--- src/hw/rtl/hpcd_pkg.sv ---
// ----------------------------------------------------------------------------
// hpcd_pkg
// Shared types and constants of the hi-hat pedal chick detector.
// ----------------------------------------------------------------------------
package hpcd_pkg;

  // Field widths
  localparam int unsigned SAMPLE_W = 12;
  localparam int unsigned TIME_W   = 32;
  localparam int unsigned TMS_W    = 23;  // time_us / 1000 fits in 23 bits
  localparam int unsigned VEL_W    = 7;
  localparam int unsigned MODE_W   = 2;
  localparam int unsigned TOUT_W   = 16;
  localparam int unsigned PROD_W   = 23;  // 16-bit magnitude times 126

  // Stream payload widths (whole bytes)
  localparam int unsigned IN_DATA_W  = 48;
  localparam int unsigned OUT_DATA_W = 24;

  // Configuration port
  localparam int unsigned CFG_ADDR_W = 3;
  localparam int unsigned CFG_DATA_W = 16;

  // Sensor full scale
  localparam logic [SAMPLE_W-1:0] SAMPLE_MAX = 12'd4095;

  // Microseconds to milliseconds: (t * ceil(2^38 / 1000)) >> 38, exact for 32 bits
  localparam int unsigned           MS_RECIP_W = 29;
  localparam logic [MS_RECIP_W-1:0] MS_RECIP   = 29'd274877907;
  localparam int unsigned           MS_SHIFT   = 38;

  // Velocity divider setup: quotient bits and scale
  localparam logic [4:0]        VDIV_STEPS = 5'd7;
  localparam logic [VEL_W:0]    VEL_SCALE  = 8'd126;

  // Register indexes
  typedef enum logic [CFG_ADDR_W-1:0] {
    CFG_ENABLE     = 3'd0,
    CFG_ZONE_MIN   = 3'd1,
    CFG_ZONE_MAX   = 3'd2,
    CFG_CLOSED_TH  = 3'd3,
    CFG_ALMOST_TH  = 3'd4,
    CFG_TIMEOUT    = 3'd5,
    CFG_MOVE_TOL   = 3'd6
  } cfg_idx_e;

  typedef struct packed {
    logic                enable;
    logic [11:0]         zone_min;
    logic [11:0]         zone_max;
    logic [6:0]          closed_th;
    logic [6:0]          almost_th;
    logic [TOUT_W-1:0]   timeout;
    logic [7:0]          move_tol;
  } cfg_t;

  // Pedal machine codes
  typedef enum logic [MODE_W-1:0] {
    MODE_OPEN   = 2'd0,
    MODE_ALMOST = 2'd1,
    MODE_CLOSED = 2'd2
  } mode_e;

  // Controller states
  typedef enum logic [2:0] {
    ST_IDLE,
    ST_TDIV,
    ST_EVAL,
    ST_VSUB,
    ST_VMUL,
    ST_VCHK,
    ST_VDIV,
    ST_OUT
  } ctrl_state_e;

  // Controller to datapath
  typedef struct packed {
    logic load;        // take the item, filter sample, scale time to ms
    logic eval;        // classify pedal, step the machine
    logic vsub;        // time difference against timeout
    logic vmul;        // magnitude times 126
    logic vneg;        // velocity for a late close
    logic vdiv_start;  // start velocity divide
    logic vdiv_done;   // take velocity from quotient
    logic out_load;    // load output register
  } dp_cmd_t;

  // Datapath to controller
  typedef struct packed {
    logic div_busy;
    logic chick;
    logic neg;
    logic out_free;
  } dp_sts_t;

endpackage

--- src/hw/rtl/hihat_pedal_chick_detector.sv ---
// ----------------------------------------------------------------------------
// hihat_pedal_chick_detector
// Hi-hat pedal position tracker with chick hit detection.
// ----------------------------------------------------------------------------
// Input stream s_axis carries one pedal sample with its microsecond time.
// Output stream m_axis carries the filtered value, hit flag, velocity and
// pedal state for each item taken while the pad is enabled; with enable
// low, items are taken and dropped without a result.
// Registers are written through cfg_we_i/cfg_addr_i/cfg_wdata_i; the user
// must write them only while idle, which the block itself does not enforce.
// An item is handled one at a time. The timestamp is scaled to milliseconds
// by a reciprocal multiply as the item is taken; the zone products are
// registered in ST_TDIV and the zone compare follows in ST_EVAL, after
// which an item without a chick goes to ST_OUT. A chick adds the velocity
// path: setup states ST_VSUB, ST_VMUL and ST_VCHK, then a 7-step divide
// with the quotient taken in ST_VDIV when the close is within the timeout,
// or the late-close velocity set in ST_VCHK. s_axis_tready is high again
// once the result sits in the output register, so the next item is taken
// while a result still waits. If the receiver stalls with a result pending,
// the next finished item waits in the sequencer until the output register
// frees up.
// Reset restores the default registers, an open pedal and a zero filter.
// ----------------------------------------------------------------------------
module hihat_pedal_chick_detector (
  input  logic                                clk_i,
  input  logic                                rst_ni,
  // raw_sample [11:0], time_us [43:12], zero [47:44]
  input  logic                                s_axis_tvalid,
  output logic                                s_axis_tready,
  input  logic [hpcd_pkg::IN_DATA_W-1:0]      s_axis_tdata,
  // denoised_value [11:0], hit [12], hit_velocity [19:13],
  // pedal_state [21:20], zero [23:22]
  output logic                                m_axis_tvalid,
  input  logic                                m_axis_tready,
  output logic [hpcd_pkg::OUT_DATA_W-1:0]     m_axis_tdata,
  input  logic                                cfg_we_i,
  input  logic [hpcd_pkg::CFG_ADDR_W-1:0]     cfg_addr_i,
  input  logic [hpcd_pkg::CFG_DATA_W-1:0]     cfg_wdata_i
);
  import hpcd_pkg::*;

  cfg_t                cfg;
  dp_cmd_t             cmd;
  dp_sts_t             sts;
  logic [SAMPLE_W-1:0] out_value;
  logic                out_hit;
  logic [VEL_W-1:0]    out_vel;
  logic [MODE_W-1:0]   out_mode;

  hpcd_cfg u_cfg (
    .clk_i   (clk_i),
    .rst_ni  (rst_ni),
    .we_i    (cfg_we_i),
    .addr_i  (cfg_addr_i),
    .wdata_i (cfg_wdata_i),
    .cfg_o   (cfg)
  );

  hpcd_ctrl u_ctrl (
    .clk_i      (clk_i),
    .rst_ni     (rst_ni),
    .in_valid_i (s_axis_tvalid),
    .in_ready_o (s_axis_tready),
    .enable_i   (cfg.enable),
    .sts_i      (sts),
    .cmd_o      (cmd)
  );

  hpcd_dp u_dp (
    .clk_i       (clk_i),
    .rst_ni      (rst_ni),
    .cfg_i       (cfg),
    .cmd_i       (cmd),
    .sts_o       (sts),
    .sample_i    (s_axis_tdata[SAMPLE_W-1:0]),
    .time_i      (s_axis_tdata[SAMPLE_W+TIME_W-1:SAMPLE_W]),
    .out_valid_o (m_axis_tvalid),
    .out_ready_i (m_axis_tready),
    .out_value_o (out_value),
    .out_hit_o   (out_hit),
    .out_vel_o   (out_vel),
    .out_mode_o  (out_mode)
  );

  assign m_axis_tdata = {2'b00, out_mode, out_vel, out_hit, out_value};

endmodule

--- src/hw/rtl/hpcd_cfg.sv ---
// ----------------------------------------------------------------------------
// hpcd_cfg
// Configuration register file, written through a plain write port.
// ----------------------------------------------------------------------------
module hpcd_cfg (
  input  logic                            clk_i,
  input  logic                            rst_ni,
  input  logic                            we_i,
  input  logic [hpcd_pkg::CFG_ADDR_W-1:0] addr_i,
  input  logic [hpcd_pkg::CFG_DATA_W-1:0] wdata_i,
  output hpcd_pkg::cfg_t                  cfg_o
);
  import hpcd_pkg::*;

  cfg_t cfg_q, cfg_d;

  // Register write decode
  always_comb begin
    cfg_d = cfg_q;
    if (we_i) begin
      case (cfg_idx_e'(addr_i))
        CFG_ENABLE:    cfg_d.enable    = wdata_i[0];
        CFG_ZONE_MIN:  cfg_d.zone_min  = wdata_i[11:0];
        CFG_ZONE_MAX:  cfg_d.zone_max  = wdata_i[11:0];
        CFG_CLOSED_TH: cfg_d.closed_th = wdata_i[6:0];
        CFG_ALMOST_TH: cfg_d.almost_th = wdata_i[6:0];
        CFG_TIMEOUT:   cfg_d.timeout   = wdata_i[TOUT_W-1:0];
        CFG_MOVE_TOL:  cfg_d.move_tol  = wdata_i[7:0];
        default:       cfg_d = cfg_q;
      endcase
    end
  end

  always_ff @(posedge clk_i or negedge rst_ni) begin
    if (!rst_ni) begin
      cfg_q.enable    <= 1'b0;
      cfg_q.zone_min  <= 12'd0;
      cfg_q.zone_max  <= 12'd4095;
      cfg_q.closed_th <= 7'd90;
      cfg_q.almost_th <= 7'd70;
      cfg_q.timeout   <= 16'd100;
      cfg_q.move_tol  <= 8'd4;
    end else begin
      cfg_q <= cfg_d;
    end
  end

  assign cfg_o = cfg_q;

endmodule

--- src/hw/rtl/hpcd_div.sv ---
// ----------------------------------------------------------------------------
// hpcd_div
// Restoring divider, one quotient bit per cycle, with a pre-shifted divisor.
// ----------------------------------------------------------------------------
module hpcd_div (
  input  logic                          clk_i,
  input  logic                          rst_ni,
  input  logic                          start_i,
  input  logic [hpcd_pkg::TIME_W-1:0]   dividend_i,
  input  logic [hpcd_pkg::TIME_W-1:0]   dsh_i,
  input  logic [4:0]                    steps_i,
  output logic                          busy_o,
  output logic [hpcd_pkg::TMS_W-1:0]    quo_o
);
  import hpcd_pkg::*;

  logic [TIME_W-1:0] rem_q, rem_d;
  logic [TIME_W-1:0] dsh_q, dsh_d;
  logic [TMS_W-1:0]  quo_q, quo_d;
  logic [4:0]        cnt_q, cnt_d;
  logic              ge;

  // One compare and subtract per step
  always_comb begin
    ge    = rem_q >= dsh_q;
    rem_d = rem_q;
    dsh_d = dsh_q;
    quo_d = quo_q;
    cnt_d = cnt_q;
    if (start_i) begin
      rem_d = dividend_i;
      dsh_d = dsh_i;
      quo_d = '0;
      cnt_d = steps_i;
    end else if (cnt_q != 5'd0) begin
      if (ge) begin
        rem_d = rem_q - dsh_q;
      end
      quo_d = {quo_q[TMS_W-2:0], ge};
      dsh_d = dsh_q >> 1;
      cnt_d = cnt_q - 5'd1;
    end
  end

  always_ff @(posedge clk_i or negedge rst_ni) begin
    if (!rst_ni) begin
      cnt_q <= 5'd0;
    end else begin
      cnt_q <= cnt_d;
    end
  end

  always_ff @(posedge clk_i) begin
    rem_q <= rem_d;
    dsh_q <= dsh_d;
    quo_q <= quo_d;
  end

  assign busy_o = cnt_q != 5'd0;
  assign quo_o  = quo_q;

endmodule

--- src/hw/rtl/hpcd_ctrl.sv ---
// ----------------------------------------------------------------------------
// hpcd_ctrl
// Sequencer: steps one item through filter, time scaling, pedal machine,
// velocity path and output register.
// ----------------------------------------------------------------------------
module hpcd_ctrl (
  input  logic              clk_i,
  input  logic              rst_ni,
  input  logic              in_valid_i,
  output logic              in_ready_o,
  input  logic              enable_i,
  input  hpcd_pkg::dp_sts_t sts_i,
  output hpcd_pkg::dp_cmd_t cmd_o
);
  import hpcd_pkg::*;

  ctrl_state_e state_q, state_d;

  always_ff @(posedge clk_i or negedge rst_ni) begin
    if (!rst_ni) begin
      state_q <= ST_IDLE;
    end else begin
      state_q <= state_d;
    end
  end

  // Next state and commands
  always_comb begin
    state_d    = state_q;
    cmd_o      = '0;
    in_ready_o = 1'b0;
    case (state_q)
      ST_IDLE: begin
        in_ready_o = 1'b1;
        // a disabled pad drops the item
        if (in_valid_i && enable_i) begin
          cmd_o.load = 1'b1;
          state_d    = ST_TDIV;
        end
      end
      ST_TDIV: begin
        // zone products pick up the new filter value
        state_d = ST_EVAL;
      end
      ST_EVAL: begin
        cmd_o.eval = 1'b1;
        state_d    = sts_i.chick ? ST_VSUB : ST_OUT;
      end
      ST_VSUB: begin
        cmd_o.vsub = 1'b1;
        state_d    = ST_VMUL;
      end
      ST_VMUL: begin
        cmd_o.vmul = 1'b1;
        state_d    = ST_VCHK;
      end
      ST_VCHK: begin
        if (sts_i.neg) begin
          cmd_o.vneg = 1'b1;
          state_d    = ST_OUT;
        end else begin
          cmd_o.vdiv_start = 1'b1;
          state_d          = ST_VDIV;
        end
      end
      ST_VDIV: begin
        if (!sts_i.div_busy) begin
          cmd_o.vdiv_done = 1'b1;
          state_d         = ST_OUT;
        end
      end
      ST_OUT: begin
        if (sts_i.out_free) begin
          cmd_o.out_load = 1'b1;
          state_d        = ST_IDLE;
        end
      end
      default: state_d = ST_IDLE;
    endcase
  end

endmodule

--- src/hw/rtl/hpcd_dp.sv ---
// ----------------------------------------------------------------------------
// hpcd_dp
// Datapath: deadband filter, zone products, pedal machine state, velocity
// arithmetic on a serial divider, and the output register.
// ----------------------------------------------------------------------------
module hpcd_dp (
  input  logic                             clk_i,
  input  logic                             rst_ni,
  input  hpcd_pkg::cfg_t                   cfg_i,
  input  hpcd_pkg::dp_cmd_t                cmd_i,
  output hpcd_pkg::dp_sts_t                sts_o,
  input  logic [hpcd_pkg::SAMPLE_W-1:0]    sample_i,
  input  logic [hpcd_pkg::TIME_W-1:0]      time_i,
  output logic                             out_valid_o,
  input  logic                             out_ready_i,
  output logic [hpcd_pkg::SAMPLE_W-1:0]    out_value_o,
  output logic                             out_hit_o,
  output logic [hpcd_pkg::VEL_W-1:0]       out_vel_o,
  output logic [hpcd_pkg::MODE_W-1:0]      out_mode_o
);
  import hpcd_pkg::*;

  // Pedal state
  logic [SAMPLE_W-1:0] filt_q, filt_d;
  mode_e               mode_q, mode_d;
  logic [TMS_W-1:0]    acts_q, acts_d;

  // Item time in milliseconds
  logic [TIME_W+MS_RECIP_W-1:0] tms_prod;
  logic [TMS_W-1:0]             tms_q;

  // Zone products
  logic signed [19:0]  lhs_q;
  logic [18:0]         rc_q, ra_q;
  logic                empty_q;

  // Velocity path
  logic [TIME_W-1:0]   t_q;
  logic [TOUT_W-1:0]   mag_q;
  logic                neg_q, big_q;
  logic [PROD_W-1:0]   prod_q;
  logic [VEL_W-1:0]    vel_q;

  // Output register
  logic                ov_q;
  logic [SAMPLE_W-1:0] ov_value_q;
  logic                ov_hit_q;
  logic [VEL_W-1:0]    ov_vel_q;
  logic [MODE_W-1:0]   ov_mode_q;

  // Divider
  logic                div_start;
  logic [TIME_W-1:0]   div_dividend, div_dsh;
  logic [4:0]          div_steps;
  logic                div_busy;
  logic [TMS_W-1:0]    div_quo;

  logic [TOUT_W-1:0]   teff;
  logic [SAMPLE_W-1:0] diff;
  logic                closed, almost, open_p, chick;
  logic [TIME_W-1:0]   nn;
  mode_e               m1;
  logic [TMS_W-1:0]    acts1;

  assign teff = (cfg_i.timeout == '0) ? 16'd1 : cfg_i.timeout;

  // Deadband filter
  always_comb begin
    diff   = (sample_i > filt_q) ? sample_i - filt_q : filt_q - sample_i;
    filt_d = filt_q;
    if (cmd_i.load && sample_i != filt_q &&
        (diff >= {4'd0, cfg_i.move_tol} || sample_i == '0 || sample_i >= SAMPLE_MAX)) begin
      filt_d = (sample_i < SAMPLE_MAX) ? sample_i : SAMPLE_MAX;
    end
  end

  // Timestamp to milliseconds by reciprocal multiply, taken with the item
  assign tms_prod = {{MS_RECIP_W{1'b0}}, time_i} * {{TIME_W{1'b0}}, MS_RECIP};

  always_ff @(posedge clk_i) begin
    if (cmd_i.load) begin
      tms_q <= tms_prod[MS_SHIFT+TMS_W-1:MS_SHIFT];
    end
  end

  // Zone products, refreshed every cycle
  always_ff @(posedge clk_i) begin
    lhs_q   <= 20'($signed({1'b0, filt_q}) - $signed({1'b0, cfg_i.zone_min}))
               * 20'sd100;
    rc_q    <= 19'(cfg_i.closed_th * (cfg_i.zone_max - cfg_i.zone_min));
    ra_q    <= 19'(cfg_i.almost_th * (cfg_i.zone_max - cfg_i.zone_min));
    empty_q <= cfg_i.zone_max <= cfg_i.zone_min;
  end

  // Pedal classification and machine
  always_comb begin
    closed = !empty_q && (lhs_q >= $signed({1'b0, rc_q}));
    almost = !closed && !empty_q && (lhs_q >= $signed({1'b0, ra_q}));
    open_p = !closed && !almost;
    m1     = mode_q;
    acts1  = acts_q;
    if (!open_p && mode_q == MODE_OPEN) begin
      acts1 = tms_q;
      m1    = MODE_ALMOST;
    end
    chick  = closed && m1 == MODE_ALMOST;
    mode_d = m1;
    if (chick) begin
      mode_d = MODE_CLOSED;
    end else if ((!closed && m1 == MODE_CLOSED) || (open_p && m1 == MODE_ALMOST)) begin
      mode_d = MODE_OPEN;
    end
    acts_d = acts1;
  end

  always_ff @(posedge clk_i or negedge rst_ni) begin
    if (!rst_ni) begin
      filt_q <= '0;
      mode_q <= MODE_OPEN;
      acts_q <= '0;
    end else begin
      filt_q <= filt_d;
      if (cmd_i.eval) begin
        mode_q <= mode_d;
        acts_q <= acts_d;
      end
    end
  end

  // Velocity arithmetic
  assign nn = t_q - {16'd0, teff};

  always_ff @(posedge clk_i) begin
    if (cmd_i.eval) begin
      t_q   <= {9'd0, tms_q} - {9'd0, acts1};
      vel_q <= '0;
    end
    if (cmd_i.vsub) begin
      neg_q <= t_q > {16'd0, teff};
      big_q <= nn[31:16] != 16'd0;
      mag_q <= (t_q > {16'd0, teff}) ? nn[15:0] : teff - t_q[15:0];
    end
    if (cmd_i.vmul) begin
      prod_q <= PROD_W'({7'd0, mag_q} * {15'd0, VEL_SCALE});
    end
    if (cmd_i.vneg) begin
      // closed later than the timeout: only a tiny overrun still scores one
      vel_q <= (!big_q && prod_q < {7'd0, teff}) ? 7'd1 : 7'd0;
    end
    if (cmd_i.vdiv_done) begin
      vel_q <= div_quo[VEL_W-1:0] + 7'd1;
    end
  end

  // Divider operands: scaled magnitude over the pre-shifted timeout
  assign div_start    = cmd_i.vdiv_start;
  assign div_dividend = {9'd0, prod_q};
  assign div_dsh      = {10'd0, teff, 6'd0};
  assign div_steps    = VDIV_STEPS;

  hpcd_div u_div (
    .clk_i      (clk_i),
    .rst_ni     (rst_ni),
    .start_i    (div_start),
    .dividend_i (div_dividend),
    .dsh_i      (div_dsh),
    .steps_i    (div_steps),
    .busy_o     (div_busy),
    .quo_o      (div_quo)
  );

  // Output register
  always_ff @(posedge clk_i or negedge rst_ni) begin
    if (!rst_ni) begin
      ov_q <= 1'b0;
    end else if (cmd_i.out_load) begin
      ov_q <= 1'b1;
    end else if (out_ready_i) begin
      ov_q <= 1'b0;
    end
  end

  always_ff @(posedge clk_i) begin
    if (cmd_i.out_load) begin
      ov_value_q <= filt_q;
      ov_hit_q   <= vel_q != '0;
      ov_vel_q   <= vel_q;
      ov_mode_q  <= mode_q;
    end
  end

  assign out_valid_o = ov_q;
  assign out_value_o = ov_value_q;
  assign out_hit_o   = ov_hit_q;
  assign out_vel_o   = ov_vel_q;
  assign out_mode_o  = ov_mode_q;

  // Status
  assign sts_o.div_busy = div_busy;
  assign sts_o.chick    = chick;
  assign sts_o.neg      = neg_q;
  assign sts_o.out_free = !ov_q || out_ready_i;

endmodule

--- config.mk ---
export PLATFORM = sky130hd
export DESIGN_NAME = hihat_pedal_chick_detector
export DESIGN_NICKNAME = d
export VERILOG_FILES = /design/src/hw/rtl/hpcd_pkg.sv /design/src/hw/rtl/hihat_pedal_chick_detector.sv /design/src/hw/rtl/hpcd_cfg.sv /design/src/hw/rtl/hpcd_div.sv /design/src/hw/rtl/hpcd_ctrl.sv /design/src/hw/rtl/hpcd_dp.sv
export SDC_FILE = /design/constraint.sdc
export NUM_CORES = 2
export LEC_CHECK = 0
export ABC_AREA = 1
export BUFFER_PORTS_ARGS = -buffer_cell sky130_fd_sc_hd__buf_4
export CORE_MARGIN = 8
export CORE_UTILIZATION = 47
export DETAILED_ROUTE_END_ITERATION = 16
export SLEW_MARGIN = 25
export SYNTH_ARGS = -nofsm -noshare
export SYNTH_HDL_FRONTEND = slang
export SYNTH_SLANG_ARGS = --single-unit
export TNS_END_PERCENT = 5
--- constraint.sdc ---
create_clock -name clk_i -period 8.2 [get_ports clk_i]
set_input_delay 0.82 -clock clk_i [delete_from_list [all_inputs] [get_ports clk_i]]
set_output_delay 0.82 -clock clk_i [all_outputs]
set_load 0.01 [all_outputs]
==> impl_metrics.yaml <==
run_status:
  status: "finished clean"
clocking:
  cts_buffer_depth: 3
  clk_pin_slew_ps: 70
  cts.sinks: 343
  cts.repair.resized: 0
  post-cts-setup-buffer-count: 0
  root_buffer: "clkbuf_16"
  ctsHoldBuffers: 0
  numCtsBuffers: 38
  htreeDepth: 2
  clkLatencyLatePin_ps: 580
  cts_tree: "yes"
grt:
  antenna_found_initial: 4
  overflow: 0
  grt_pass1_vias: 35300
  grt_pass1_wl_mm: 187
  grt_max_degree: 57
  grt_use_total_pct: 22.0
setup_path:
  critPathCapture: "u_dp.rc_q[17]"
  path_class: "reg2reg"
  r2r_cells: 26
  crit_start: "u_cfg.cfg_o[38]"
  crit_fanout: 9
  cp.required_ps: 8640
  r2r_start: "u_cfg.cfg_o[38]"
  startpoint_type: "register"
  r2r_slack_ps: 1280
  worstReg2RegEnd: "u_dp.rc_q[17]"
  endpoint_kind: "register"
  arrival_ps: 7350
placement:
  numPortBuffers: 91
  post-dp-hpwl_mm: 97.7
  postPlaceCellArea_um2: 46600
  gp_congestion: 0.920
  dp_worst_setup_slack_ps: 833
  dp_cells: 6553
logic_synthesis:
  synthesis.area_um2: 44700
  yosysTopAreaCell: "fa_1"
  ys_warn_count: 0
  synth_top_area_share_pct: 21.9
  synth-seq-cells: 343
  synthCells: 5268
  async_reset_ff_share_pct: 31.8
  synthTopCellsByArea: "fa_1 (22%), ha_1 (19%), edfxtp_1 (10%), inv_1 (9.7%), nand2_1 (7.3%)"
  synth_ff_type: "edfxtp_1"
  ys_seq_area_share_pct: 20.1
  synth.distinct_cells: 68
  synth_edf_count: 155
  syn_avg_cell_area_um2: 8.48
die:
  start_util_pct: 47.2
  boundaryPins: 98
  fp.dieW_um: 324
  die_h_um: 324
  dieArea_um2: 105000
  coreArea_um2: 94600
  fp-row-count: 113
route:
  finalWirelength_mm: 116
  dr_total_vias: 33800
  ant_nets: 0
  drcViolationCount: 0
  viasPerCell: 5.11
  drt_iter0_markers: 1837
  dr.pass1.iters: 5
  post_drt_wl_per_cell_um: 17.5
sta:
  post-route-period-util_pct: 84.4
  finalSetupViolCount: 0
  worst_slew_pin_slew_ps: 857
  setup-tns-final_ps: 0
  drv_slew: 0
  rsz0062_at_grt: "false"
  min_period_ps: 6920
  timing.fmax_mhz: 145
  layout_setup_ws_ps: 1280
  slew-limit-headroom_pct: 42.9
  hold_viol: 0
  fin_skew_ps: 27.9
min_path:
  hold_class: "in2async"
run:
  maxCapViolCount: 0
final_layout:
  syn2layout_area_growth_pct: 7.23
  final_cell_mix: "inv_1 (1157), nand2_1 (865), ha_1 (693)"
  layout.nets: 6583
  fillCellCount: 9112
  stdcell_count: 6625
  drive_above_1_share_pct: 6.08
  final_area_um2: 47900
  final_common_cell: "inv_1"
-- per-layer routing --
layer / share of wire (%) / track usage (%) / routed length, um / vias to the layer above
li1: - / - / - / 16800
met1: 44 / 28.2 / 51400 / 16300
met2: 49 / 38.9 / 57100 / 570
met3: 3.3 / 2.28 / 3830 / 170
met4: 3.3 / 6.77 / 3790 / 2
met5: 0.0060 / 0 / 7 / -
-- stage by stage --
stage | hold WS (ps) | util [%]
floorplan | 427 | -
global placement | 436 | 49.3
detailed placement | 450 | 49.3
CTS | 315 | 50.7
global route | 355 | 50.7
finish | 329 | 50.7
-- sequential cells by signal (all words and copies together), names as in the netlist, 16 cells and up --
name and cells:
u_dp.ra_q 19, u_dp.u_div.dsh_q 22, u_dp.mag_q 16, u_dp.prod_q 22
u_dp.rc_q 19, u_cfg.cfg_o 63, u_dp.lhs_q 18, u_dp.acts_q 23
u_dp.t_q 24, u_dp.tms_q 23, u_dp.u_div.rem_q 32
-- synthesized netlist by cell type, types with 30 or more instances --
master and instances:
inv_1 1158, nand2_1 867, ha_1 693, fa_1 490, nor2_1 318, a21oi_1 283, o21ai_0 247, nand3_1 157
edfxtp_1 155, xor2_1 115, dfrtp_1 86, dfxtp_1 79, clkbuf_1 58, xnor2_1 54, nor3_1 53, nand4_1 38
o21ai_1 34, a21o_1 31, o21ai_2 30
-- cell families after synthesis --
family / synth area share, %
simple gates: 14.5
buf+inv: 10.9
fa+ha+maj: 41.4
compound gates: 9.66
flops: 20.1
xor+xnor: 3.35
other cells: 0.00839
mux: 0.0224
-- cell type report --
type	instances	area (um2)	area share, %
Multi-Input combinational cell	3654	30800	64.3
Sequential cell	343	8990	18.8
Inverter	1189	4470	9.32
Tap cell	1265	1580	3.30
Clock buffer	53	1110	2.32
Timing Repair Buffer	102	766	1.60
Clock inverter	17	166	0.347
Antenna cell	2	5.00	0.0104
-- critical path: stages, from the launching register on --
cell and delay [ps]:
dfstp_2 530, inv_1 40, ha_1 250, fa_1 390, or2_1 260, nand2_1 70, o21ai_1 90, inv_2 100
a21oi_2 60, or2_1 240, o21ai_2 160, xor2_2 620, buf_4 290, nor2_2 50, fa_1 520, fa_1 440
fa_1 580, fa_1 420, ha_1 380, a21oi_1 160, o21ai_0 90, a21oi_1 130, o21ai_0 200, a21oi_1 180
nor2_1 50, nor2_1 100, xor2_1 360
-- worst min-delay path by stage --
stage	start	slack, ps	end
global route	rst_ni	360	u_dp.u_div.cnt_q[0]
finish	rst_ni	330	u_dp.u_div.cnt_q[0]
floorplan	u_dp.vel_q[1]	430	u_dp.out_vel_o[1]
CTS	rst_ni	320	u_dp.u_div.cnt_q[0]
global placement	u_dp.vel_q[1]	440	u_dp.out_vel_o[1]
detailed placement	u_dp.vel_q[2]	450	u_dp.out_vel_o[2]
Power is not shown: default switching activity piles up to over one toggle a cycle in this logic, so the estimate is an artifact.
